### config.mk
export PLATFORM = sky130hd
export DESIGN_NAME = spf_front
export DESIGN_NICKNAME = d
export VERILOG_FILES = /design/src/rtl/spf_pkg.sv /design/src/rtl/spf_front.sv
export SDC_FILE = /design/constraint.sdc
export NUM_CORES = 1
export LEC_CHECK = 0
export BUFFER_PORTS_ARGS = -buffer_cell sky130_fd_sc_hd__buf_4
export CORE_AREA = 5 5 77 79
export CTS_BUF_LIST = sky130_fd_sc_hd__clkbuf_16
export DETAILED_ROUTE_END_ITERATION = 8
export DIE_AREA = 0 0 82 84
export GPL_TIMING_DRIVEN = 0
export RECOVER_POWER = 100
export SLEW_MARGIN = 20
export SYNTH_ARGS = -nofsm -noshare
export SYNTH_HDL_FRONTEND = slang
export SYNTH_SLANG_ARGS = --single-unit
### constraint.sdc
create_clock -name i_clk -period 3.75 [get_ports i_clk]
set_input_delay 0.5625 -clock i_clk [delete_from_list [all_inputs] [get_ports i_clk]]
set_output_delay 0.5625 -clock i_clk [all_outputs]
set_load 0.01 [all_outputs]
### src/rtl/spf_pkg.sv
// ----------------------------------------------------------------------------
// spf_pkg
// Shared widths, constants and types of the smallest-prime-factor factorizer.
// ----------------------------------------------------------------------------
package spf_pkg;

    localparam int VALUE_W        = 16;
    localparam int EXP_W          = 5;
    localparam int TABLE_SIZE_DEF = 65536;
    localparam int FIRST_PRIME    = 2;
    localparam int QUEUE_DEPTH    = 2;

    // Classified input item, front to back
    typedef struct packed {
        logic               empty;
        logic [VALUE_W-1:0] value;
    } t_item;

    // Table write port, sieve to table memories
    typedef struct packed {
        logic               we;
        logic [VALUE_W-1:0] addr;
        logic [VALUE_W-1:0] spf;
        logic [VALUE_W-1:0] cof;
    } t_tbl_wr;

    typedef enum logic [2:0] {
        SV_CLEAR,
        SV_RD_V,
        SV_CHK_V,
        SV_RD_P,
        SV_MUL,
        SV_WR,
        SV_DONE
    } t_sieve_state;

    typedef enum logic [1:0] {
        BK_IDLE,
        BK_EMPTY,
        BK_STEP,
        BK_FINAL
    } t_back_state;

endpackage

### src/rtl/spf_front.sv
// ----------------------------------------------------------------------------
// spf_front
// Accepts input beats, flags values that give an empty result, and queues
// them for the back end.
// ----------------------------------------------------------------------------
module spf_front #(
    parameter int DEPTH = spf_pkg::TABLE_SIZE_DEF
) (
    input  logic                        i_clk,
    input  logic                        i_rst_n,
    input  logic                        i_valid,
    output logic                        o_ready,
    input  logic [spf_pkg::VALUE_W-1:0] i_value,
    input  logic                        i_table_ready,
    output spf_pkg::t_item              o_item,
    output logic                        o_item_valid,
    input  logic                        i_item_pop
);

    localparam int QD    = spf_pkg::QUEUE_DEPTH;
    localparam int QW    = (QD > 1) ? $clog2(QD) : 1;
    localparam int QCW   = $clog2(QD + 1);
    localparam int CMP_W = spf_pkg::VALUE_W + 1;

    spf_pkg::t_item r_q [QD];
    logic [QW-1:0]  r_wr_ptr, r_rd_ptr;
    logic [QCW-1:0] r_count;
    spf_pkg::t_item w_item;
    logic           w_push, w_pop;

    always_comb begin
        w_item.value = i_value;
        w_item.empty = (i_value < spf_pkg::VALUE_W'(spf_pkg::FIRST_PRIME))
                    || (CMP_W'(i_value) >= CMP_W'(DEPTH));
    end

    assign o_ready      = i_table_ready && (r_count != QCW'(QD));
    assign o_item_valid = (r_count != '0);
    assign o_item       = r_q[r_rd_ptr];
    assign w_push       = i_valid && o_ready;
    assign w_pop        = i_item_pop && o_item_valid;

    always_ff @(posedge i_clk) begin
        if (!i_rst_n) begin
            r_wr_ptr <= '0;
            r_rd_ptr <= '0;
            r_count  <= '0;
        end else begin
            if (w_push) begin
                r_wr_ptr <= (r_wr_ptr == QW'(QD - 1)) ? '0 : r_wr_ptr + 1'b1;
            end
            if (w_pop) begin
                r_rd_ptr <= (r_rd_ptr == QW'(QD - 1)) ? '0 : r_rd_ptr + 1'b1;
            end
            if (w_push && !w_pop) begin
                r_count <= r_count + 1'b1;
            end else if (w_pop && !w_push) begin
                r_count <= r_count - 1'b1;
            end
        end
        if (w_push) begin
            r_q[r_wr_ptr] <= w_item;
        end
    end

endmodule

Word level (Yosys, flattened, before mapping)
Memories as Yosys holds them, arrays and structs flattened. A register that Yosys moved wholly into a read port is not among the register bits.
Cells that the tools add are included.
{"block": "word_totals", "register_bits": 4, "mem_bits_rw": 34, "in_bits": 21, "out_inout_bits": 19, "word_cells": 27, "memories": 1}
{"block": "classes", "n_addsub": 4, "magnitude_cmp": 1, "eq_ne": 1, "mux": 8, "n_reduce_logical": 9}
{"memory": "r_q", "words": 2, "word_bits": 17, "rd": 1, "rd_clocked_by_memory_dff": 1, "write_ports": 1, "line_no": "spf_front.sv:25", "rtl": "spf_pkg::t_item r_q [QD];"}
{"cell": "$lt A16 B2 Y1 const B", "count": 1}
{"cell": "$mux W1", "count": 6}
{"cell": "$logic_and A1 B1 Y1", "count": 5}
{"cell": "$mux W2", "count": 2}
{"cell": "$reduce_bool A2 Y1", "count": 2}
{"cell": "$add A1 B1 Y1 const B", "count": 2}
{"cell": "$add A2 B1 Y2 const B", "count": 1}
{"cell": "$logic_not A1 Y1", "count": 2}
{"cell": "$ne A2 B2 Y1 const B", "count": 1}
{"cell": "$sub A2 B1 Y2 const B", "count": 1}

Longest topological paths before layout
{"block": "logic_depth", "depth_word": 7, "mapped_depth": 6, "ltp_nobuf": 6}

Worst setup path after synthesis
OpenSTA, ideal clock, no wires.
{"block": "synth_timing", "path_kind": "input port to flip-flop", "start": "input i_valid", "end": "memory r_q[0][0] (netlist name), enable pin", "setup_time_ns": 0.392, "t_arrival_ns": 1.597, "required_ns": 3.358, "path_slack_ns": 1.761, "path_stages": 2, "cell_sequence": "and3_1 -> nor2b_1"}
{"block": "synth_between", "elab_chain_len": 3}
{"element": "start, declared", "line_no": "spf_front.sv:11", "rtl": "input logic i_valid,"}
{"element": "$logic_and A1 B1 Y1", "line_no": "spf_front.sv:40", "rtl": "assign w_push = i_valid && o_ready;"}
{"element": "$mux W1", "line_no": "spf_front.sv:61", "rtl": "if (w_push) begin"}
{"element": "$mux W1 (not written as such)", "line_no": "spf_front.sv:62", "rtl": "r_q[r_wr_ptr] <= w_item;"}
{"element": "end, declared", "line_no": "spf_front.sv:25"}
No other way between the ends.

==> reports/results.md <==
| Metric | Reported |
|---|---|
| Sum of routed wire length over all layers | 2822 µm |
| Count of input and output buffers | 39 |
| Final number of max-transition violations | 0 |
| Most instantiated flip-flop cell in the synthesis netlist | sky130_fd_sc_hd__edfxtp_1 |
| Slowest Stage Delay on Critical Path | 540 ps |
| Arrival @ worst endpoint | 2020 ps |
| Unrepaired setup endpoints after global routing | false |
| Top fanout value on the critical path | 10 |
| Final Hold Fails | 0 |
| Floorplan Core Area | 0.005270 mm² |
| Number of enable-type register cells in the synthesized netlist | 34 |
| Vias in the first global route | 1006 |
| Final worst path period share | 68.86% |
| Synthesized netlist cell count | 83 |
| Slew of the pin with the lowest slew margin | 1210 ps |
| Biggest area contributors in the synthesized netlist | sky130_fd_sc_hd__edfxtp_1, sky130_fd_sc_hd__mux2_2, sky130_fd_sc_hd__dfxtp_1, sky130_fd_sc_hd__and2_1, sky130_fd_sc_hd__nor4_1 |
| WHS | 499.9 ps |
| Required time of the worst setup path | 3190 ps |
| Setup Crit Path Kind | reg -> out |
| Number of top-level pins | 40 |
| Starting density of the core | 28.40% |
| First-pass GRT wire length | 4540 µm |
| Clock period minus worst slack | 2582 ps |
| Overflow left after global routing | 0 |
| Vias | 866 |
| Std-Cell Rows | 27 |
| Startpoint of the most critical register-to-register path | r_count[0]$_SDFFE_PN0P_ |
| Fin Clk Skew | 3.954 ps |
| Cell type with the highest occurrence count on the critical path | sky130_fd_sc_hd__clkbuf_1 |
| Routability Congestion | 0.6255 |
| Worst Hold Launch | r_wr_ptr$_SDFFE_PN0P_ |
| Sequential fraction of the synthesis area | 74.92% |
| Combined area of all synthesized cells | 0.001496 mm² |
| GRT Overall Usage | 8.729% |
| Antenna violation net count after detailed routing | 0 |
| Count of nets after finishing | 152 |
| Area growth, synth to finish | 26.84% |
| Count of final setup violators | 0 |
| H-tree levels | 2 |
| Antenna violations before repair | 0 |
| Worst hold-check path type | reg -> reg |
| Area fraction of the dominant cell type after synthesis | 68.23% |
| Average wire length per cell after detail routing | 13.90 µm |
| Count of cells along the worst register-to-register path | 4 |
| Root buffer selected by CTS | sky130_fd_sc_hd__clkbuf_16 |
| Remaining max-slew budget at the tightest pin | 19.31% |
| Clock Path Buffers | 2 |
| Hold Path Depth | 2 |
| Run status | finished clean |
| Synth Area per Inst | 18.03 µm² |
| Upper clock frequency limit | 387.2 MHz |
| Flop and latch count out of synthesis | 39 |
| Yosys warning total | 0 |
| Clock Sink Count | 39 |
| Clock tree from TritonCTS | yes |
| Post-CTS Setup Bufs | 0 |
| Post-cts sizing count | 0 |
| Starting DRC count in detailed routing | 26 |
| Max-cap violations | 0 |
| Unique masters post-synth | 22 |
| Top cell type by total area after synthesis | sky130_fd_sc_hd__edfxtp_1 |
| Routed vias/inst | 4.266 |
| Endpoint of the worst hold-timing path | r_wr_ptr$_SDFFE_PN0P_ |
| Minimum setup slack among reg-to-reg paths | 1540 ps |
| Nets in the synthesized netlist | 105 |
| Die Footprint | 0.006888 mm² |
| Setup_tns | 0 ps |
| Die X-Extent | 82 µm |
| Detailed-routing iteration count for the pre-antenna-repair pass | 4 |
| TritonCTS buffer count | 5 |
| Antenna diode count | 0 |
| Total design power | 1.219 mW |
| Die span in y | 84 µm |
| Async SR Flop Fraction | 0% |
| DP Wirelength | 2128 µm |
| Setup crit start kind | register |
| Worst-Skew Late Latency | 270 ps |
| Total power density per cell area | 642.4 mW/mm² |
| Commonest cells after routing, fill and taps aside | sky130_fd_sc_hd__clkbuf_1, sky130_fd_sc_hd__edfxtp_1, sky130_fd_sc_hd__mux2_2 |
| CP Capture Type | primary output |
| Cell-by-cell trace of the critical path | clkbuf_1 > clkbuf_1 > mux2_2 > buf_4 |
| Capturing point of the worst reg2reg path | r_q[0][7]$_DFFE_PP_ |
| Worst vdd ir | 0.3186 mV |
| Number of buffers inserted by hold repair at cts | 0 |
| DR DRC count | 0 |
| Largest net degree at the start of global routing | 18 |
| Reported leakage power | 0.6256 nW |
| Ratio of cells with drive above 1 in the final layout | 23.66% |
| CTS clk-pin slew, worst paths | 50 ps |
| Worst path slowest cell | sky130_fd_sc_hd__clkbuf_1 |
area by class of cell:
type,instances,area (µm²)
Multi-Input combinational cell,42,362.8
Timing Repair Buffer,40,180.2
Sequential cell,39,1121
Tap cell,72,90.09
Clock inverter,3,11.26
Buffer,2,7.507
Clock buffer,5,125.1
Fill cell,552,3372
where the power goes:
group	internal, mW	leakage, nW	switching (mW)
Combinational	0.140	0.203	0.154
Clock	0.239	0.0701	0.141
Sequential	0.525	0.352	0.0204
cells in the mapped netlist, types with 2 or more instances:
| cell | count |
|---|---|
| sky130_fd_sc_hd__nand2b_1 | 2 |
| sky130_fd_sc_hd__xnor2_1 | 2 |
| sky130_fd_sc_hd__edfxtp_1 | 34 |
| sky130_fd_sc_hd__mux2_2 | 17 |
| sky130_fd_sc_hd__dfxtp_1 | 5 |
| sky130_fd_sc_hd__and2_1 | 5 |
| sky130_fd_sc_hd__nor4_1 | 3 |
critical path: cells and delay by family (launching register included):
kind	cells	cell delay, ps
buffers and inverters	3	1040
flip-flops	1	300
multiplexers	1	400
sequential cells by signal, summed over array words and instances (netlist names), named ones only:
| name | cells |
|---|---|
| r_count | 2 |
| r_q | 34 |
| r_rd_ptr | 1 |
| r_wr_ptr | 1 |
kinds of logic (layout without fill, tap and decap cells):
kind of cell | after synthesis | count (layout) | synth area share, %
muxes | 18 | 18 | 13.46
AOI/OAI and AO/OA | 3 | 3 | 1.170
adders and majority gates | 1 | 1 | 0.8360
buffers and inverters | 2 | 50 | 0.8360
xor gates and xnor gates | 3 | 3 | 1.756
DFF | 39 | 39 | 74.92
and+or+nand+nor | 17 | 17 | 7.024
routing by layer:
metal | global-route usage, % | share of wire [%] | vias up
met1 | 9.478 | 37 | 419
met3 | 3.456 | 7.1 | 7
li1 | - | - | 410
met4 | 2.719 | 1.1 | 0
met2 | 15.21 | 55 | 30
met5 | 0 | 0 | -
how the worst max path moves through the flow:
stage	depth (start not counted)	end	slack, ps
floorplan	2	r_q[0][0]$_DFFE_PP_	1760
global placement	3	r_q[0][12]$_DFFE_PP_	1250
detailed placement	3	r_q[1][8]$_DFFE_PP_	1740
CTS	4	o_item[9]	1640
global route	4	o_item[11]	1000
finish	4	o_item[12]	1170
metrics by stage:
stage                     instances  area [µm²]  worst slack, ps  utilization [%]
after CTS                       203        2033             1642            38.58
after global placement          194        1879             1251            35.66
after global routing            203        1898             1003            36.02
after detailed placement        195        1897             1742            35.99
final                           203        1898             1168            36.02
after floorplan                  83        1496             1761                -
No activity file was read; power rests on OpenSTA's default activity.
