**config.mk**
```make
export PLATFORM = sky130hd
export DESIGN_NAME = spf_back
export DESIGN_NICKNAME = d
export VERILOG_FILES = /design/src/rtl/spf_pkg.sv /design/src/rtl/spf_back.sv
export SDC_FILE = /design/constraint.sdc
export NUM_CORES = 1
export LEC_CHECK = 0
export CAP_MARGIN = 20
export CORE_AREA = 2 2 79 81
export CTS_CLUSTER_SIZE = 24
export DETAILED_ROUTE_END_ITERATION = 8
export DIE_AREA = 0 0 81 83
export DONT_BUFFER_PORTS = 1
export PLACE_DENSITY = 0.84
export SETUP_SLACK_MARGIN = 0.5
export SYNTH_ARGS = -nofsm -noshare
export SYNTH_HDL_FRONTEND = slang
export SYNTH_SLANG_ARGS = --single-unit
```
**constraint.sdc**
```tcl
create_clock -name i_clk -period 3.01 [get_ports i_clk]
set_input_delay 0.602 -clock i_clk [delete_from_list [all_inputs] [get_ports i_clk]]
set_output_delay 0.602 -clock i_clk [all_outputs]
set_load 0.02 [all_outputs]
```
**src/rtl/spf_pkg.sv**
```systemverilog
// ----------------------------------------------------------------------------
// spf_pkg
// Shared widths, constants and types of the smallest-prime-factor factorizer.
// ----------------------------------------------------------------------------
package spf_pkg;

    localparam int VALUE_W        = 16;
    localparam int EXP_W          = 5;
    localparam int TABLE_SIZE_DEF = 65536;
    localparam int FIRST_PRIME    = 2;
    localparam int QUEUE_DEPTH    = 2;

    // Classified input item, front to back
    typedef struct packed {
        logic               empty;
        logic [VALUE_W-1:0] value;
    } t_item;

    // Table write port, sieve to table memories
    typedef struct packed {
        logic               we;
        logic [VALUE_W-1:0] addr;
        logic [VALUE_W-1:0] spf;
        logic [VALUE_W-1:0] cof;
    } t_tbl_wr;

    typedef enum logic [2:0] {
        SV_CLEAR,
        SV_RD_V,
        SV_CHK_V,
        SV_RD_P,
        SV_MUL,
        SV_WR,
        SV_DONE
    } t_sieve_state;

    typedef enum logic [1:0] {
        BK_IDLE,
        BK_EMPTY,
        BK_STEP,
        BK_FINAL
    } t_back_state;

endpackage

```
**src/rtl/spf_back.sv**
```systemverilog
// ----------------------------------------------------------------------------
// spf_back
// Walks the cofactor chain of one queued value, merges equal primes into
// exponents and drives the registered result channel.
// ----------------------------------------------------------------------------
module spf_back #(
    parameter int DEPTH = spf_pkg::TABLE_SIZE_DEF
) (
    input  logic                        i_clk,
    input  logic                        i_rst_n,
    input  spf_pkg::t_item              i_item,
    input  logic                        i_item_valid,
    output logic                        o_item_pop,
    output logic [$clog2(DEPTH)-1:0]    o_rd_addr,
    input  logic [$clog2(DEPTH)-1:0]    i_spf,
    input  logic [$clog2(DEPTH)-1:0]    i_cof,
    output logic                        o_valid,
    input  logic                        i_ready,
    output logic [spf_pkg::VALUE_W-1:0] o_prime,
    output logic [spf_pkg::EXP_W-1:0]   o_exponent,
    output logic                        o_value_is_prime,
    output logic                        o_last
);

    localparam int AW = $clog2(DEPTH);
    localparam int EW = spf_pkg::EXP_W;

    spf_pkg::t_back_state r_state, n_state;
    logic [AW-1:0] r_x, n_x;
    logic [AW-1:0] r_prime, n_prime;
    logic [EW-1:0] r_exp, n_exp;
    logic          r_have, n_have;
    logic          r_first, n_first;
    logic          r_is_prime, n_is_prime;

    logic                        r_out_valid;
    logic [spf_pkg::VALUE_W-1:0] r_out_prime;
    logic [EW-1:0]               r_out_exp;
    logic                        r_out_is_prime;
    logic                        r_out_last;

    logic                        w_slot;
    logic                        w_adv;
    logic                        w_step_is_prime;
    logic                        w_load;
    logic [spf_pkg::VALUE_W-1:0] w_ld_prime;
    logic [EW-1:0]               w_ld_exp;
    logic                        w_ld_is_prime;
    logic                        w_ld_last;

    assign w_slot          = !r_out_valid || i_ready;
    assign w_step_is_prime = r_first ? (i_spf == r_x) : r_is_prime;

    always_ff @(posedge i_clk) begin
        if (!i_rst_n) begin
            r_state     <= spf_pkg::BK_IDLE;
            r_out_valid <= 1'b0;
        end else begin
            r_state <= n_state;
            if (w_load) begin
                r_out_valid <= 1'b1;
            end else if (i_ready) begin
                r_out_valid <= 1'b0;
            end
        end
        r_x        <= n_x;
        r_prime    <= n_prime;
        r_exp      <= n_exp;
        r_have     <= n_have;
        r_first    <= n_first;
        r_is_prime <= n_is_prime;
        if (w_load) begin
            r_out_prime    <= w_ld_prime;
            r_out_exp      <= w_ld_exp;
            r_out_is_prime <= w_ld_is_prime;
            r_out_last     <= w_ld_last;
        end
    end

    always_comb begin
        n_state       = r_state;
        n_x           = r_x;
        n_prime       = r_prime;
        n_exp         = r_exp;
        n_have        = r_have;
        n_first       = r_first;
        n_is_prime    = r_is_prime;
        o_item_pop    = 1'b0;
        w_adv         = 1'b0;
        w_load        = 1'b0;
        w_ld_prime    = '0;
        w_ld_exp      = '0;
        w_ld_is_prime = r_is_prime;
        w_ld_last     = 1'b0;
        unique case (r_state)
            spf_pkg::BK_IDLE: begin
                if (i_item_valid) begin
                    o_item_pop = 1'b1;
                    if (i_item.empty) begin
                        n_state = spf_pkg::BK_EMPTY;
                    end else begin
                        n_x     = i_item.value[AW-1:0];
                        n_have  = 1'b0;
                        n_first = 1'b1;
                        n_state = spf_pkg::BK_STEP;
                    end
                end
            end
            spf_pkg::BK_EMPTY: begin
                if (w_slot) begin
                    w_load        = 1'b1;
                    w_ld_is_prime = 1'b0;
                    w_ld_last     = 1'b1;
                    n_state       = spf_pkg::BK_IDLE;
                end
            end
            spf_pkg::BK_STEP: begin
                if (i_spf == '0) begin
                    // no factor recorded: stop the walk
                    n_first    = 1'b0;
                    n_is_prime = w_step_is_prime;
                    n_state    = spf_pkg::BK_FINAL;
                end else if (r_have && i_spf != r_prime) begin
                    // new prime: send the finished one, hold if the slot is busy
                    if (w_slot) begin
                        w_load        = 1'b1;
                        w_ld_prime    = spf_pkg::VALUE_W'(r_prime);
                        w_ld_exp      = r_exp;
                        w_ld_is_prime = w_step_is_prime;
                        n_prime       = i_spf;
                        n_exp         = EW'(1);
                        w_adv         = 1'b1;
                    end
                end else begin
                    if (r_have) begin
                        n_exp = r_exp + 1'b1;
                    end else begin
                        n_prime = i_spf;
                        n_exp   = EW'(1);
                        n_have  = 1'b1;
                    end
                    w_adv = 1'b1;
                end
            end
            spf_pkg::BK_FINAL: begin
                if (w_slot) begin
                    w_load    = 1'b1;
                    w_ld_last = 1'b1;
                    if (r_have) begin
                        w_ld_prime = spf_pkg::VALUE_W'(r_prime);
                        w_ld_exp   = r_exp;
                    end
                    n_state = spf_pkg::BK_IDLE;
                end
            end
        endcase
        // follow the cofactor; a cofactor of one or zero ends the chain
        if (w_adv) begin
            n_first    = 1'b0;
            n_is_prime = w_step_is_prime;
            if (i_cof > AW'(1)) begin
                n_x = i_cof;
            end else begin
                n_state = spf_pkg::BK_FINAL;
            end
        end
    end

    // read at n_x so that, once the build is done, the registered read data holds the entry of r_x
    assign o_rd_addr        = n_x;
    assign o_valid          = r_out_valid;
    assign o_prime          = r_out_prime;
    assign o_exponent       = r_out_exp;
    assign o_value_is_prime = r_out_is_prime;
    assign o_last           = r_out_last;

endmodule

```
-- Word level (Yosys, flattened, before mapping)
Cells that the tools add are included.
- register bits after elaboration: 66
- add/sub/neg operators: 1
- $lt $le $gt $ge: 1
- equal/unequal tests: 12
- mux-type cells: 59
- bitwise logic cells: 1
- reduce and logical (&&, ||, !) cells: 15
- operators by type and width (kind ; count):
    $mux W16 ; 13
    $mux W5 ; 8
    $pmux W16 S2 ; 1
    $mux W1 ; 25
    $eq A16 B16 Y1 ; 1
    $gt A16 B1 Y1 const B ; 1
    $logic_not A16 Y1 ; 1
    $ne A16 B16 Y1 ; 1
    $mux W2 ; 6
    $ne A2 B2 Y1 const B ; 6
    $pmux W5 S2 ; 1
    $pmux W1 S2 ; 4
    $reduce_and A4 Y1 ; 2
    $reduce_bool A2 Y1 ; 4
    $pmux W2 S3 ; 1
    $add A5 B1 Y5 const B ; 1
    $reduce_and A5 Y1 ; 1
    $eq A2 B2 Y1 const B ; 2
    $reduce_and A3 Y1 ; 1
    $eq A2 B1 Y1 const B ; 1
    $logic_not A2 Y1 ; 1
    $ne A2 B1 Y1 const B ; 1
    $reduce_and A2 Y1 ; 1
    $reduce_or A2 Y1 ; 1
    4 further kinds ; 4

-- Depth between registers and ports, before layout
- word-level depth: 8
- gate-level depth with buffers: 9
- gate-level depth less buffers: 7

-- Worst setup path before layout
Ideal clock, no wire load.
- kind: input -> output
- from: input port i_spf[14]
- to: output port o_rd_addr[1]
- arrival time: 2.291 ns
- path slack: 0.117 ns
- cell stages on the path: 5
- path buffers: 0
- cells stage by stage: xnor2_1 -> nand4_1 -> o41a_1 -> a21oi_1 -> a22o_1
- word-level cells in the longest chain between the ends: 6
- elaborated cells between the ends (all ways): 7
- ends and longest elaborated chain (item ; RTL line ; RTL):
    start: declaration ; spf_back.sv:15 ; input logic [$clog2(DEPTH)-1:0] i_spf,
    $ne A16 B16 Y1 ; spf_back.sv:123 ; end else if (r_have && i_spf != r_prime) begin
    $logic_and A1 B1 Y1 ; spf_back.sv:123 ;
    $mux W1 ; spf_back.sv:123 ;
    $mux W1 (*) ; spf_back.sv:118 ; if (i_spf == '0) begin
    $mux W1 (*) ; spf_back.sv:95 ; unique case (r_state)
    $mux W16 (*) ; spf_back.sv:158 ; if (w_adv) begin
    end: declaration ; spf_back.sv:14 ; output logic [$clog2(DEPTH)-1:0] o_rd_addr,
Mark *: on every way between the ends. The rest lies on a longest branch, timed or not.

-- Worst setup path after layout
- from: register r_prime[9]
- to: output port o_rd_addr[10]
- word-level cells in the longest chain between the ends: 6
- ends and longest elaborated chain (item ; RTL line ; RTL):
    start: declaration ; spf_back.sv:30 ; logic [AW-1:0] r_prime, n_prime;
    start signal: assignment ; spf_back.sv:67 ; r_prime <= n_prime;
    $ne A16 B16 Y1 ; spf_back.sv:123 ;
    $logic_and A1 B1 Y1 ; spf_back.sv:123 ;
    $mux W1 ; spf_back.sv:123 ;
    $mux W1 ; spf_back.sv:118 ;
    $mux W1 ; spf_back.sv:95 ;
    $mux W16 ; spf_back.sv:158 ;
Every way passes these cells.

==> metrics <==
cell-by-cell trace of the critical path xnor2_1 > nand4_1 > o41ai_4 > buf_4 > o211ai_4 > mux2_4; overall die width 81 um; register area 1780 um^2; largest clock skew in the final design 11.0 ps; average vias per placed instance 6.18; Mapped Area 3250 um^2; capturing element type of the critical path output port; Non-Filler Cell Area, Final 3750 um^2; synthesized area per cell 13.0 um^2; Leak 1.28 nW; stage delay of the slowest cell on the critical path 420 ps; number of hold-slack violations in the final timing report 0; wire length of the first global-routing pass 11500 um; smallest setup slack after layout 102 ps; TritonCTS buffer count 9; Die Y-Extent 83 um; area post-placement 3400 um^2; non-filler cells in the finished layout 342; die footprint 6720 um^2; wire length per cell after detailed routing 21.5 um; Worst slew margin 0.491; fraction of the yosys area taken by sequential cells 0.548; ranking of synthesized cells by area sky130_fd_sc_hd__edfxtp_1 (42%), sky130_fd_sc_hd__dfxtp_1 (12%), sky130_fd_sc_hd__xnor2_1 (8.9%); RSZ-0062 raised after global routing yes; antenna diode count 0; fraction of synthesis flops using an asynchronous set or reset pin 0; cell count after placement 322; hold_buf cts 0; Required @ worst endpoint 2410 ps; proportion of netlist area held by the largest area contributor 0.425; portion of total power attributed to sequential cells 0.446; detailed-route via count 2114; EDFF count, synth 46; CTS tree built; R2R Setup Slk 560 ps; synthesized instance count 251; Worst Hold Margin 344 ps; cell area power density 696 nW/um^2; final number of setup-violating endpoints 0; Cell variety after synth 38; placer congestion estimate 0.948; total power of the final layout 2.61 mW; area of the core region 5820 um^2; achievable clock frequency 0.344 GHz; final HPWL from detailed placement 5180 um; number of violations of the max-capacitance limit 0; number of global-route vias before repair 2237; synthesized net count 309; most frequent cells after synthesis sky130_fd_sc_hd__edfxtp_1 (46), sky130_fd_sc_hd__xnor2_1 (33), sky130_fd_sc_hd__mux2_2 (23); area occupied by multi-input gates 1560 um^2; net count reported at finish 320; Iteration-0 DRC Markers 86; cell at the root of the clock tree sky130_fd_sc_hd__clkbuf_8; fin. max-slew vios 0; Worst path slowest cell sky130_fd_sc_hd__edfxtp_1; crit path time final 2910 ps; largest net degree at the start of global routing 24; detailed-route DRC error count 0; combinational fraction of design power 0.205; net load switching power 721 uW; Placement Setup Slack 224 ps; clock insertion delay at the later pin of the skew report 350 ps; number of sinks driven by the clock tree 66; end-of-flow core utilization 0.645; number of fill cells 466; cell with the most instances after synthesis sky130_fd_sc_hd__edfxtp_1; Final Cycle Share 0.966; status finished, final reports clean; residual overflow from global routing 0; kind of start point of the critical path flop; type of the setup path with the least slack flop to output port; switching part of the total power 0.276; cell taking the most area after synthesis sky130_fd_sc_hd__edfxtp_1; Starting Density 0.559; DRT Pass-1 Iters 4; actual transition at the worst max-transition pin 762 ps; total global-route track usage 0.230; Ys Warns 0; Port Buf Inserts 0; Largest delay share family, worst path compound AO/OA/AOI/OAI gates; Internal 1.89 mW; class of the worst hold path input pin to flop; Clk network pwr share 0.349; Total Negative Setup Slacks 0 ps; count of standard-cell rows 28; clock-pin slew of the registers on the worst-case setup and hold paths 80 ps; share of post-route cells with drive strength above 1 0.273; Max clock buf depth 2; maximum VDD drop 0.407 mV; number of levels the H-tree was split into 3; Boundary Pins 94; count of nets left with antenna violations after detail routing 0; endpoint arrival time on the critical path 2310 ps; synthesis-to-layout area growth 15.3%; Seq cells post-synth 66; total wire length after detailed routing 7350 um; initial antenna violation count 0; worst-path fanout max 8; leading register cell type out of synthesis sky130_fd_sc_hd__edfxtp_1; WP buf/inv 1
metal layers:
metal | up-vias | track usage | routed length, um
met5 | - | 0 | 0
met3 | 4 | 0.0848 | 576
met4 | 0 | 0.0755 | 63
li1 | 972 | - | -
met1 | 1029 | 0.285 | 3080
met2 | 109 | 0.368 | 3630
sequential cells by signal, indices dropped and copies added, names as in the netlist:
register,cells
o_exponent,5
r_prime,16
r_is_prime,1
r_have,1
r_exp,5
r_first,1
o_last,1
o_value_is_prime,1
r_x,16
o_prime,16
r_state,2
o_valid,1
power by group through the flow:
| stage | sequential [mW] | clock, mW | combinational (mW) |
|---|---|---|---|
| after CTS | 1.16 | 0.922 | 0.514 |
| after detailed placement | 1.18 | 0 | 0.490 |
| after global placement | 1.18 | 0 | 0.476 |
| final | 1.16 | 0.911 | 0.534 |
| after global routing | 1.18 | 0.961 | 0.568 |
| after floorplan | 1.16 | 0 | 0.433 |
worst paths after layout:
check	depth (start not counted)	end	startpoint
worst max-delay path	6	o_rd_addr[10]	r_prime[9]
worst min-delay path	0	r_prime[0]	i_spf[0]
worst max register to register	6	r_prime[15]	r_prime[13]
worst min register to register	2	r_first	r_first
cells in the final DEF (no fill, tap or decap), drive strengths merged, types with 6 or more instances in the layout:
| master | synthesis | layout |
|---|---|---|
| mux2 | 30 | 30 |
| dfxtp | 20 | 20 |
| nor2 | 7 | 7 |
| nand2 | 7 | 7 |
| edfxtp | 46 | 46 |
| a21oi | 6 | 6 |
| clkbuf | 6 | 10 |
| buf | 3 | 7 |
| nor4 | 9 | 9 |
| nor3b | 21 | 21 |
| o21ai | 6 | 6 |
| xnor2 | 33 | 33 |
| nand4 | 10 | 10 |
layout make-up:
cell class	count	share of cell area
clock buffer	10	0.0340
clock inverter	6	0.0307
inverter	5	0.00501
multi-input combinational	173	0.415
sequential	66	0.475
tap	75	0.0250
timing repair buffer	7	0.0150
timing repair:
action	in CTS	in global routing
resized for setup	9	6
pin swaps	4	5
endpoints found under the setup margin	55	53
gates cloned	1	1
buffers inserted	1	1
hold endpoints to repair	0	0
cell families after synthesis:
kind of cell / count (synthesis) / synth area share
AOI/OAI and AO/OA: 29 / 0.0731
xor gates and xnor gates: 35 / 0.0943
adders and majority gates: 5 / 0.0192
buffers and inverters: 14 / 0.0192
DFF: 66 / 0.548
muxes: 31 / 0.115
and+or+nand+nor: 71 / 0.131
worst reg2reg max path, delay by kind of cell, from the launching register on:
kind	cells	cell delay [ps]
and+or+nand+nor	2	510
buffers and inverters	1	220
AOI/OAI and AO/OA	2	790
xor gates and xnor gates	1	180
DFF	1	450
(Power assumes the default switching activity.)
