File: src/rtl/spf_pkg.sv
// ----------------------------------------------------------------------------
// spf_pkg
// Shared widths, constants and types of the smallest-prime-factor factorizer.
// ----------------------------------------------------------------------------
package spf_pkg;

    localparam int VALUE_W        = 16;
    localparam int EXP_W          = 5;
    localparam int TABLE_SIZE_DEF = 65536;
    localparam int FIRST_PRIME    = 2;
    localparam int QUEUE_DEPTH    = 2;

    // Classified input item, front to back
    typedef struct packed {
        logic               empty;
        logic [VALUE_W-1:0] value;
    } t_item;

    // Table write port, sieve to table memories
    typedef struct packed {
        logic               we;
        logic [VALUE_W-1:0] addr;
        logic [VALUE_W-1:0] spf;
        logic [VALUE_W-1:0] cof;
    } t_tbl_wr;

    typedef enum logic [2:0] {
        SV_CLEAR,
        SV_RD_V,
        SV_CHK_V,
        SV_RD_P,
        SV_MUL,
        SV_WR,
        SV_DONE
    } t_sieve_state;

    typedef enum logic [1:0] {
        BK_IDLE,
        BK_EMPTY,
        BK_STEP,
        BK_FINAL
    } t_back_state;

endpackage

File: src/rtl/spf_ram.sv
// ----------------------------------------------------------------------------
// spf_ram
// Generic single-write, single-read memory with registered read data.
// ----------------------------------------------------------------------------
module spf_ram #(
    parameter int WIDTH = spf_pkg::VALUE_W,
    parameter int DEPTH = spf_pkg::TABLE_SIZE_DEF
) (
    input  logic                     i_clk,
    input  logic                     i_we,
    input  logic [$clog2(DEPTH)-1:0] i_waddr,
    input  logic [WIDTH-1:0]         i_wdata,
    input  logic [$clog2(DEPTH)-1:0] i_raddr,
    output logic [WIDTH-1:0]         o_rdata
);

    logic [WIDTH-1:0] r_mem [DEPTH];
    logic [WIDTH-1:0] r_rdata;

    always_ff @(posedge i_clk) begin
        if (i_we) begin
            r_mem[i_waddr] <= i_wdata;
        end
        r_rdata <= r_mem[i_raddr];
    end

    assign o_rdata = r_rdata;

endmodule

File: src/rtl/spf_sieve.sv
// ----------------------------------------------------------------------------
// spf_sieve
// Clears the factor tables after reset, then fills them with a linear sieve.
// ----------------------------------------------------------------------------
module spf_sieve #(
    parameter int DEPTH = spf_pkg::TABLE_SIZE_DEF
) (
    input  logic                     i_clk,
    input  logic                     i_rst_n,
    input  logic [$clog2(DEPTH)-1:0] i_spf_rdata,
    output logic [$clog2(DEPTH)-1:0] o_rd_addr,
    output spf_pkg::t_tbl_wr         o_tbl_wr,
    output logic                     o_done
);

    localparam int AW       = $clog2(DEPTH);
    // Only primes below sqrt(DEPTH) are ever multiplied; the list covers all of them
    localparam int ROOT     = 2 ** ((AW + 1) / 2);
    localparam int PL_DEPTH = ROOT / 2 + 2;
    localparam int PLW      = $clog2(PL_DEPTH);
    localparam int CW       = $clog2(PL_DEPTH + 1);
    localparam int PW       = 2 * AW;
    localparam logic [AW-1:0] V_LAST = AW'(DEPTH - 1);

    spf_pkg::t_sieve_state r_state, n_state;
    logic [AW-1:0] r_v, n_v;
    logic [AW-1:0] r_spf_v, n_spf_v;
    logic [CW-1:0] r_k, n_k;
    logic [CW-1:0] r_cnt, n_cnt;
    logic [AW-1:0] r_p, n_p;
    logic [PW-1:0] r_prod, n_prod;
    logic          w_next;
    logic          w_pl_we;
    logic [AW-1:0] w_pl_rdata;

    spf_ram #(
        .WIDTH (AW),
        .DEPTH (PL_DEPTH)
    ) u_plist (
        .i_clk   (i_clk),
        .i_we    (w_pl_we),
        .i_waddr (r_cnt[PLW-1:0]),
        .i_wdata (r_v),
        .i_raddr (r_k[PLW-1:0]),
        .o_rdata (w_pl_rdata)
    );

    always_ff @(posedge i_clk) begin
        if (!i_rst_n) begin
            r_state <= spf_pkg::SV_CLEAR;
            r_v     <= '0;
            r_cnt   <= '0;
        end else begin
            r_state <= n_state;
            r_v     <= n_v;
            r_cnt   <= n_cnt;
        end
        r_spf_v <= n_spf_v;
        r_k     <= n_k;
        r_p     <= n_p;
        r_prod  <= n_prod;
    end

    always_comb begin
        n_state   = r_state;
        n_v       = r_v;
        n_spf_v   = r_spf_v;
        n_k       = r_k;
        n_cnt     = r_cnt;
        n_p       = r_p;
        n_prod    = r_prod;
        w_next    = 1'b0;
        w_pl_we   = 1'b0;
        o_tbl_wr  = '0;
        o_rd_addr = r_v;
        unique case (r_state)
            spf_pkg::SV_CLEAR: begin
                o_tbl_wr.we   = 1'b1;
                o_tbl_wr.addr = spf_pkg::VALUE_W'(r_v);
                if (r_v == V_LAST) begin
                    n_v     = AW'(spf_pkg::FIRST_PRIME);
                    n_state = spf_pkg::SV_RD_V;
                end else begin
                    n_v = r_v + 1'b1;
                end
            end
            spf_pkg::SV_RD_V: begin
                n_state = spf_pkg::SV_CHK_V;
            end
            spf_pkg::SV_CHK_V: begin
                n_k     = '0;
                n_state = spf_pkg::SV_RD_P;
                if (i_spf_rdata == '0) begin
                    // untouched entry: v is prime
                    n_spf_v       = r_v;
                    o_tbl_wr.we   = 1'b1;
                    o_tbl_wr.addr = spf_pkg::VALUE_W'(r_v);
                    o_tbl_wr.spf  = spf_pkg::VALUE_W'(r_v);
                    if (r_cnt < CW'(PL_DEPTH)) begin
                        w_pl_we = 1'b1;
                        n_cnt   = r_cnt + 1'b1;
                    end
                end else begin
                    n_spf_v = i_spf_rdata;
                end
            end
            spf_pkg::SV_RD_P: begin
                if (r_k < r_cnt) begin
                    n_state = spf_pkg::SV_MUL;
                end else begin
                    w_next = 1'b1;
                end
            end
            spf_pkg::SV_MUL: begin
                n_p     = w_pl_rdata;
                n_prod  = PW'(w_pl_rdata) * PW'(r_v);
                n_state = spf_pkg::SV_WR;
            end
            spf_pkg::SV_WR: begin
                if (r_prod < PW'(DEPTH) && r_p <= r_spf_v) begin
                    o_tbl_wr.we   = 1'b1;
                    o_tbl_wr.addr = spf_pkg::VALUE_W'(r_prod[AW-1:0]);
                    o_tbl_wr.spf  = spf_pkg::VALUE_W'(r_p);
                    o_tbl_wr.cof  = spf_pkg::VALUE_W'(r_v);
                    n_k           = r_k + 1'b1;
                    n_state       = spf_pkg::SV_RD_P;
                end else begin
                    w_next = 1'b1;
                end
            end
            spf_pkg::SV_DONE: begin
            end
            default: begin
                n_state = spf_pkg::SV_CLEAR;
            end
        endcase
        // advance to the next value, or finish the build
        if (w_next) begin
            if (r_v == V_LAST) begin
                n_state = spf_pkg::SV_DONE;
            end else begin
                n_v     = r_v + 1'b1;
                n_state = spf_pkg::SV_RD_V;
            end
        end
    end

    assign o_done = (r_state == spf_pkg::SV_DONE);

endmodule

File: config.mk
export PLATFORM = sky130hd
export DESIGN_NAME = spf_sieve
export DESIGN_NICKNAME = d
export VERILOG_FILES = /design/src/rtl/spf_pkg.sv /design/src/rtl/spf_ram.sv /design/src/rtl/spf_sieve.sv
export SDC_FILE = /design/constraint.sdc
export NUM_CORES = 2
export LEC_CHECK = 0
export ABC_AREA = 1
export BUFFER_PORTS_ARGS = -buffer_cell sky130_fd_sc_hd__buf_2
export CAP_MARGIN = 0
export CORE_ASPECT_RATIO = 1.2
export CORE_MARGIN = 2
export CORE_UTILIZATION = 50
export CTS_BUF_LIST = sky130_fd_sc_hd__clkbuf_2 sky130_fd_sc_hd__clkbuf_4 sky130_fd_sc_hd__clkbuf_8
export CTS_CLUSTER_DIAMETER = 150
export CTS_CLUSTER_SIZE = 20
export DETAILED_ROUTE_END_ITERATION = 12
export HOLD_SLACK_MARGIN = 0.02
export PLACE_DENSITY = 0.75
export SETUP_SLACK_MARGIN = 0.05
export SKIP_CTS_REPAIR_TIMING = 1
export SYNTH_ARGS = -nofsm -noshare
export SYNTH_HDL_FRONTEND = slang
export SYNTH_SLANG_ARGS = --single-unit
File: constraint.sdc
create_clock -name i_clk -period 11.91 [get_ports i_clk]
set_input_delay 1.7865 -clock i_clk [delete_from_list [all_inputs] [get_ports i_clk]]
set_output_delay 1.7865 -clock i_clk [all_outputs]
set_load 0.03 [all_outputs]
======== Word level (Yosys, flattened, before mapping) ========
Memory sizes are Yosys's and may differ from the RTL's. A register that Yosys moved wholly into a read port is not among the register bits.
Index checks and enable logic that the tools add are counted.
Widths: inputs -> output; s select.
word-level totals
  memories kept ........................... 1
  flip-flop bits (word level) ............. 99
  input port bits ......................... 18
  logic and storage cells ................. 61
  RAM bits ................................ 2080
operators by class
  order comparisons ....................... 4
  add/sub/neg operators ................... 3
  muxes and demuxes ....................... 26
  multiply operators ...................... 1
  reduce and logical (&&, ||, !) cells .... 7
  eq/ne operators ......................... 12
memory list
  memory         words  bits a word  read ports  clocked after Yosys merged registers in  write ports  line           RTL
  u_plist.r_mem  130    16           1           1                                        1            spf_ram.sv:17  logic [WIDTH-1:0] r_mem [DEPTH];
operator list
  kind                   number
  $mux 16                6
  $pmux 17 s3            1
  $mux 49                1
  $mux 33                1
  $lt 32x17->1 const B   1
  $mul 16x16->32         1
  $pmux 16 s2            1
  $pmux 3 s7             1
  $add 16x1->16 const B  1
  $add 8x1->8 const B    2
  $eq 16x16->1 const B   1
  $le 16x16->1           1
  $logic_not 16->1       1
  $pmux 8 s2             1
  $mux 3                 5
  $eq 3x3->1 const B     3
  $ne 3x3->1 const B     3
  $lt 8x8->1             1
  $lt 8x8->1 const B     1
  $mux 8                 1
  $mux 1                 7
  $eq 3x2->1 const B     2
  $reduce_and 4->1       1
  $eq 3x1->1 const B     1
  other kinds (8)        8

======== Longest topological paths before layout ========
  word-level depth ........................ 6
  gate-level depth with buffers ........... 26
  depth with buffers taken out ............ 24

======== By module ========
From an unflattened synthesis, not the netlist that was laid out.
unflattened totals
  cell total of the unflattened synthesis .. 8745
  area total of the unflattened synthesis .. 98580.8 µm²
by module, submodules not included
  module     instances  sequential area each (µm²)  area each (µm²)  cells each
  spf_ram    1          62780.2                     84288.3          6944
  spf_sieve  1          2702.6                      14292.5          1801

======== Least setup slack after synthesis ========
No wires, ideal clock.
  kind .................................... register to register
  start ................................... register r_v[2] (netlist: o_rd_addr[2])
  end ..................................... register r_prod[24], data pin
  arrival ................................. 7.310 ns
  cell stages (with the launch flop) ...... 23
  path slack .............................. 4.342 ns
  clock period less this slack ............ 7.568 ns
  path buffers ............................ 2
  required time ........................... 11.652 ns
  path through ............................ dfxtp_1 -> buf_2 -> buf_1 -> nand2_1 -> fa_1 -> fa_1 -> fa_1 -> fa_1 -> inv_1 -> fa_1 -> inv_1 -> fa_1 -> inv_1 -> ha_1 -> nand2_1 -> nor2_1 -> inv_1 -> o21ai_0 -> nand2_1 -> nand2_1 -> and2_1 -> nor2_1 -> xnor2_1
on the way
  cells in the longest elaborated chain, start to end .. 1
RTL lines
  element                 line              RTL
  start, declared         spf_sieve.sv:26   logic [AW-1:0] r_v, n_v;
  start signal, assigned  spf_sieve.sv:55   r_v <= n_v;
  $mul 16x16->32          spf_sieve.sv:116  n_prod = PW'(w_pl_rdata) * PW'(r_v);
  end signal, assigned    spf_sieve.sv:61   r_prod <= n_prod;
  end, declared           spf_sieve.sv:31   logic [PW-1:0] r_prod, n_prod;
Every way passes these cells.
A chain may end at the register's enable or synchronous reset.

======== Worst setup path in the final report ========
  start ................................... register r_v[15] (netlist: o_rd_addr[15])
  end ..................................... register r_prod[29], data pin
Same word-level chain as after synthesis.

==> impl_metrics.yaml <==
outcome:
  status: "finished clean"
floorplan:
  start_util: 0.5024
  core_sq_um: 193800
  rows: 177
  fp.dieW_um: 406.8
  io_pins: 84
  die_area_sq_um: 198300
  die_y_um: 487.4
setup_path:
  cp-start-kind: "flop"
  worst_setup_path_end_kind: "flop"
  r2r_end: "r_prod[29]$_DFFE_PP_"
  cp.arrival_ns: 7.29
  crit_type: "reg -> reg"
  worst-path-max-fanout: 85
  crit_path_end: "r_prod[29]$_DFFE_PP_"
  ff2ff_setup_slack_ns: 5.37
  rr_startpoint: "o_rd_addr[15]$_SDFF_PN0_"
  crit_required_ns: 12.67
  worst-r2r-cell-count: 22
  crit_start: "o_rd_addr[15]$_SDFF_PN0_"
cts:
  numCtsBuffers: 119
  clock_sinks: 2195
  cts_tree: "built"
  root_buffer: "clkbuf_8"
  clock_latency_ns: 0.98
  cts.clk_slew.worst_paths_ns: 0.14
  cts_buffer_depth: 3
  ctsHtreeMaxLevel: 3
sta:
  fmax_mhz: 152.9
  setup_tns_ns: 0
  slew_headroom: 0.1418
  hold_viol: 0
  fin_skew_ns: 0.07273
  finalSetupViolations: 0
  fin_crit_sh: 0.5490
  worst_pin_slew_ns: 1.286
  fin_crit_ns: 6.539
  slew_viol_final: 0
  rsz0062_at_grt: "no"
logic_synthesis:
  synth.top_cells.by_area: "edfxtp_1 66%, nor2_1 6.7%, o21ai_0 5.4%"
  syn_area_sq_um: 97360
  ys_ff_latch: 2195
  synth_cell_types: 41
  synth-main-ff-cell: "edfxtp_1"
  yosysMostFrequentCell: "edfxtp_1"
  ys_top_cells_by_count: "2152 x edfxtp_1, 1740 x nor2_1, 1060 x o21ai_0"
  synth_top_area_share: 0.6637
  avgSynthCellArea_sq_um: 11.65
  yosysTopAreaCell: "edfxtp_1"
  synth_edf_count: 2152
  yosysSeqAreaShare: 0.6726
  syn_nets: 8705
  ys.warnings.count: 0
  postSynthCellCount: 8360
  async_flop_share: 0
global_route:
  grt_max_degree: 200
  grt_antenna_before_repair: 11
  grt_pass1_vias: 63400
  overflow: 0
  grt_first_pass_wirelength_um: 400400
  track_usage: 0.2705
cells_and_area:
  nets: 8598
  layout-drive-gt1-share: 0.05930
  seq_area_sq_um: 65540
  multi_input_area_sq_um: 27350
  area_delta_synth_final_pct: 5.147
  fillers: 16020
  utilization: 0.5283
  stdcell_count: 10900
detailed_routing:
  viasPerCell: 6.046
  dr_total_vias: 65890
  wl_met1_um: 98300
  wl_met3_um: 29470
  dr.pass1.iters: 8
  wl_met2_um: 129000
  final_antenna_net_count: 0
  route.top_layer_used: "met5"
  wl_per_cell_um: 24.99
  drt_iter0_drc: 10160
  drc: 0
  wirelength_um: 272300
power_and_ir_drop:
  irDropWorstVdd_v: 0.00008932
  p_leak_nw: 36.50
  power_density_nw_per_um2: 141.1
placed_design:
  hpwlAfterDp_um: 159200
  placed_cells: 10730
  place_congestion: 0.9403
  io_buffers: 83
worst_hold_path:
  hp-start: "r_cnt[6]$_SDFFE_PN0P_"
  hold_class: "reg -> reg"
run:
  cap_viol_max_count: 0
==> cell families after synthesis <==
logic type                 share of synthesized area
buffers and inverters                        0.04676
and+or+nand+nor                               0.1190
xor gates and xnor gates                    0.003418
DFF                                           0.6726
adders and majority gates                    0.05698
AOI/OAI and AO/OA                             0.1004
muxes                                      0.0009253
==> report_power, final <==
group          internal, mW  switching (mW)
clock                  1.05            2.23
combinational         0.621            1.81
sequential             8.55           0.174
total                  10.2            4.22
==> layout by cell type (no fill, tap or decap), types with 3 or more instances in the layout <==
| master | Yosys | layout |
|---|---|---|
| nor3_2 | 2 | 4 |
| o211ai_1 | 230 | 230 |
| clkinv_1 | 14 | 13 |
| nor2_4 | 2 | 3 |
| nand3_1 | 286 | 286 |
| ha_1 | 133 | 133 |
| xnor2_1 | 11 | 11 |
| o221ai_1 | 12 | 12 |
| nor4_1 | 4 | 4 |
| nor2_1 | 1740 | 1737 |
| a31oi_1 | 4 | 4 |
| a21oi_1 | 170 | 170 |
| buf_4 | 50 | 200 |
| dfxtp_4 | 0 | 16 |
| o32ai_1 | 16 | 16 |
| xor2_1 | 27 | 27 |
| buf_12 | 1 | 11 |
| clkbuf_4 | 0 | 38 |
| buf_2 | 137 | 83 |
| inv_6 | 0 | 4 |
| mux2i_1 | 9 | 9 |
| dfxtp_1 | 43 | 27 |
| o21ai_0 | 1060 | 1060 |
| nand4_1 | 21 | 21 |
| fa_1 | 194 | 194 |
| o22ai_1 | 106 | 106 |
| a21o_1 | 7 | 7 |
| clkbuf_8 | 0 | 120 |
| diode_2 | 0 | 6 |
| inv_1 | 525 | 524 |
| edfxtp_1 | 2152 | 2152 |
| o21ai_1 | 122 | 122 |
| nor3_1 | 16 | 14 |
| a22oi_1 | 35 | 35 |
| nand2_1 | 885 | 885 |
==> registers in the layout (all words and copies together), names as in the netlist <==
signal	count
u_plist.r_mem	2080
r_prod	32
o_rd_addr	16
r_p	16
r_spf_v	16
u_plist.o_rdata	16
r_cnt	8
r_k	8
r_state	3
==> cell type report <==
cell class,instances,area share
antenna,6,0.0001467
clock buffer,158,0.01892
clock inverter,7,0.0007944
inverter,544,0.02017
multi-input combinational,5099,0.2671
sequential,2195,0.6402
tap,2595,0.03172
timing repair buffer,294,0.02088
==> through the flow <==
step	hold WS, ns	cell area, sq um	power, mW	setup WS, ns
2_1_floorplan	0.4064	97360	10.40	4.342
3_3_place_gp	0.4749	100300	11.21	5.364
5_1_grt	0.5526	102400	14.90	5.008
3_5_place_dp	0.4999	100300	11.27	5.361
6_report	0.5377	102400	14.44	5.371
4_1_cts	0.5313	102400	14.40	5.395
==> critical path: stages, from the launching register on <==
cell	delay [ns]
dfxtp_4	1.06
buf_4	0.79
nand2_1	0.10
inv_1	0.10
fa_1	0.42
inv_1	0.08
fa_1	0.41
inv_1	0.08
fa_1	0.45
fa_1	0.54
fa_1	0.42
ha_1	0.29
ha_1	0.36
nand2_1	0.11
nor2_1	0.17
inv_1	0.06
nor2_1	0.15
nand4_1	0.13
nand3_1	0.21
a21o_1	0.17
nand2_1	0.07
nand3_1	0.07
nand2_1	0.05
==> routing by layer <==
| metal | vias up | GRT usage |
|---|---|---|
| met1 | 32440 | 0.3516 |
| met2 | 3994 | 0.4372 |
| met5 | - | 0 |
| met4 | 6 | 0.1402 |
| met3 | 693 | 0.04681 |
| li1 | 28750 | - |
==> worst min-delay path by stage <==
stage,slack (ns),to,cells after the start
6_report,0.54,r_cnt[7]$_SDFFE_PN0P_,2
5_1_grt,0.55,r_cnt[7]$_SDFFE_PN0P_,2
4_1_cts,0.53,r_cnt[7]$_SDFFE_PN0P_,2
3_5_place_dp,0.50,u_plist.o_rdata[15]$_DFF_P_,2
3_3_place_gp,0.47,u_plist.o_rdata[15]$_DFF_P_,2
2_1_floorplan,0.41,r_p[0]$_DFFE_PP_,0
No activity file was read; power rests on OpenSTA's default activity.
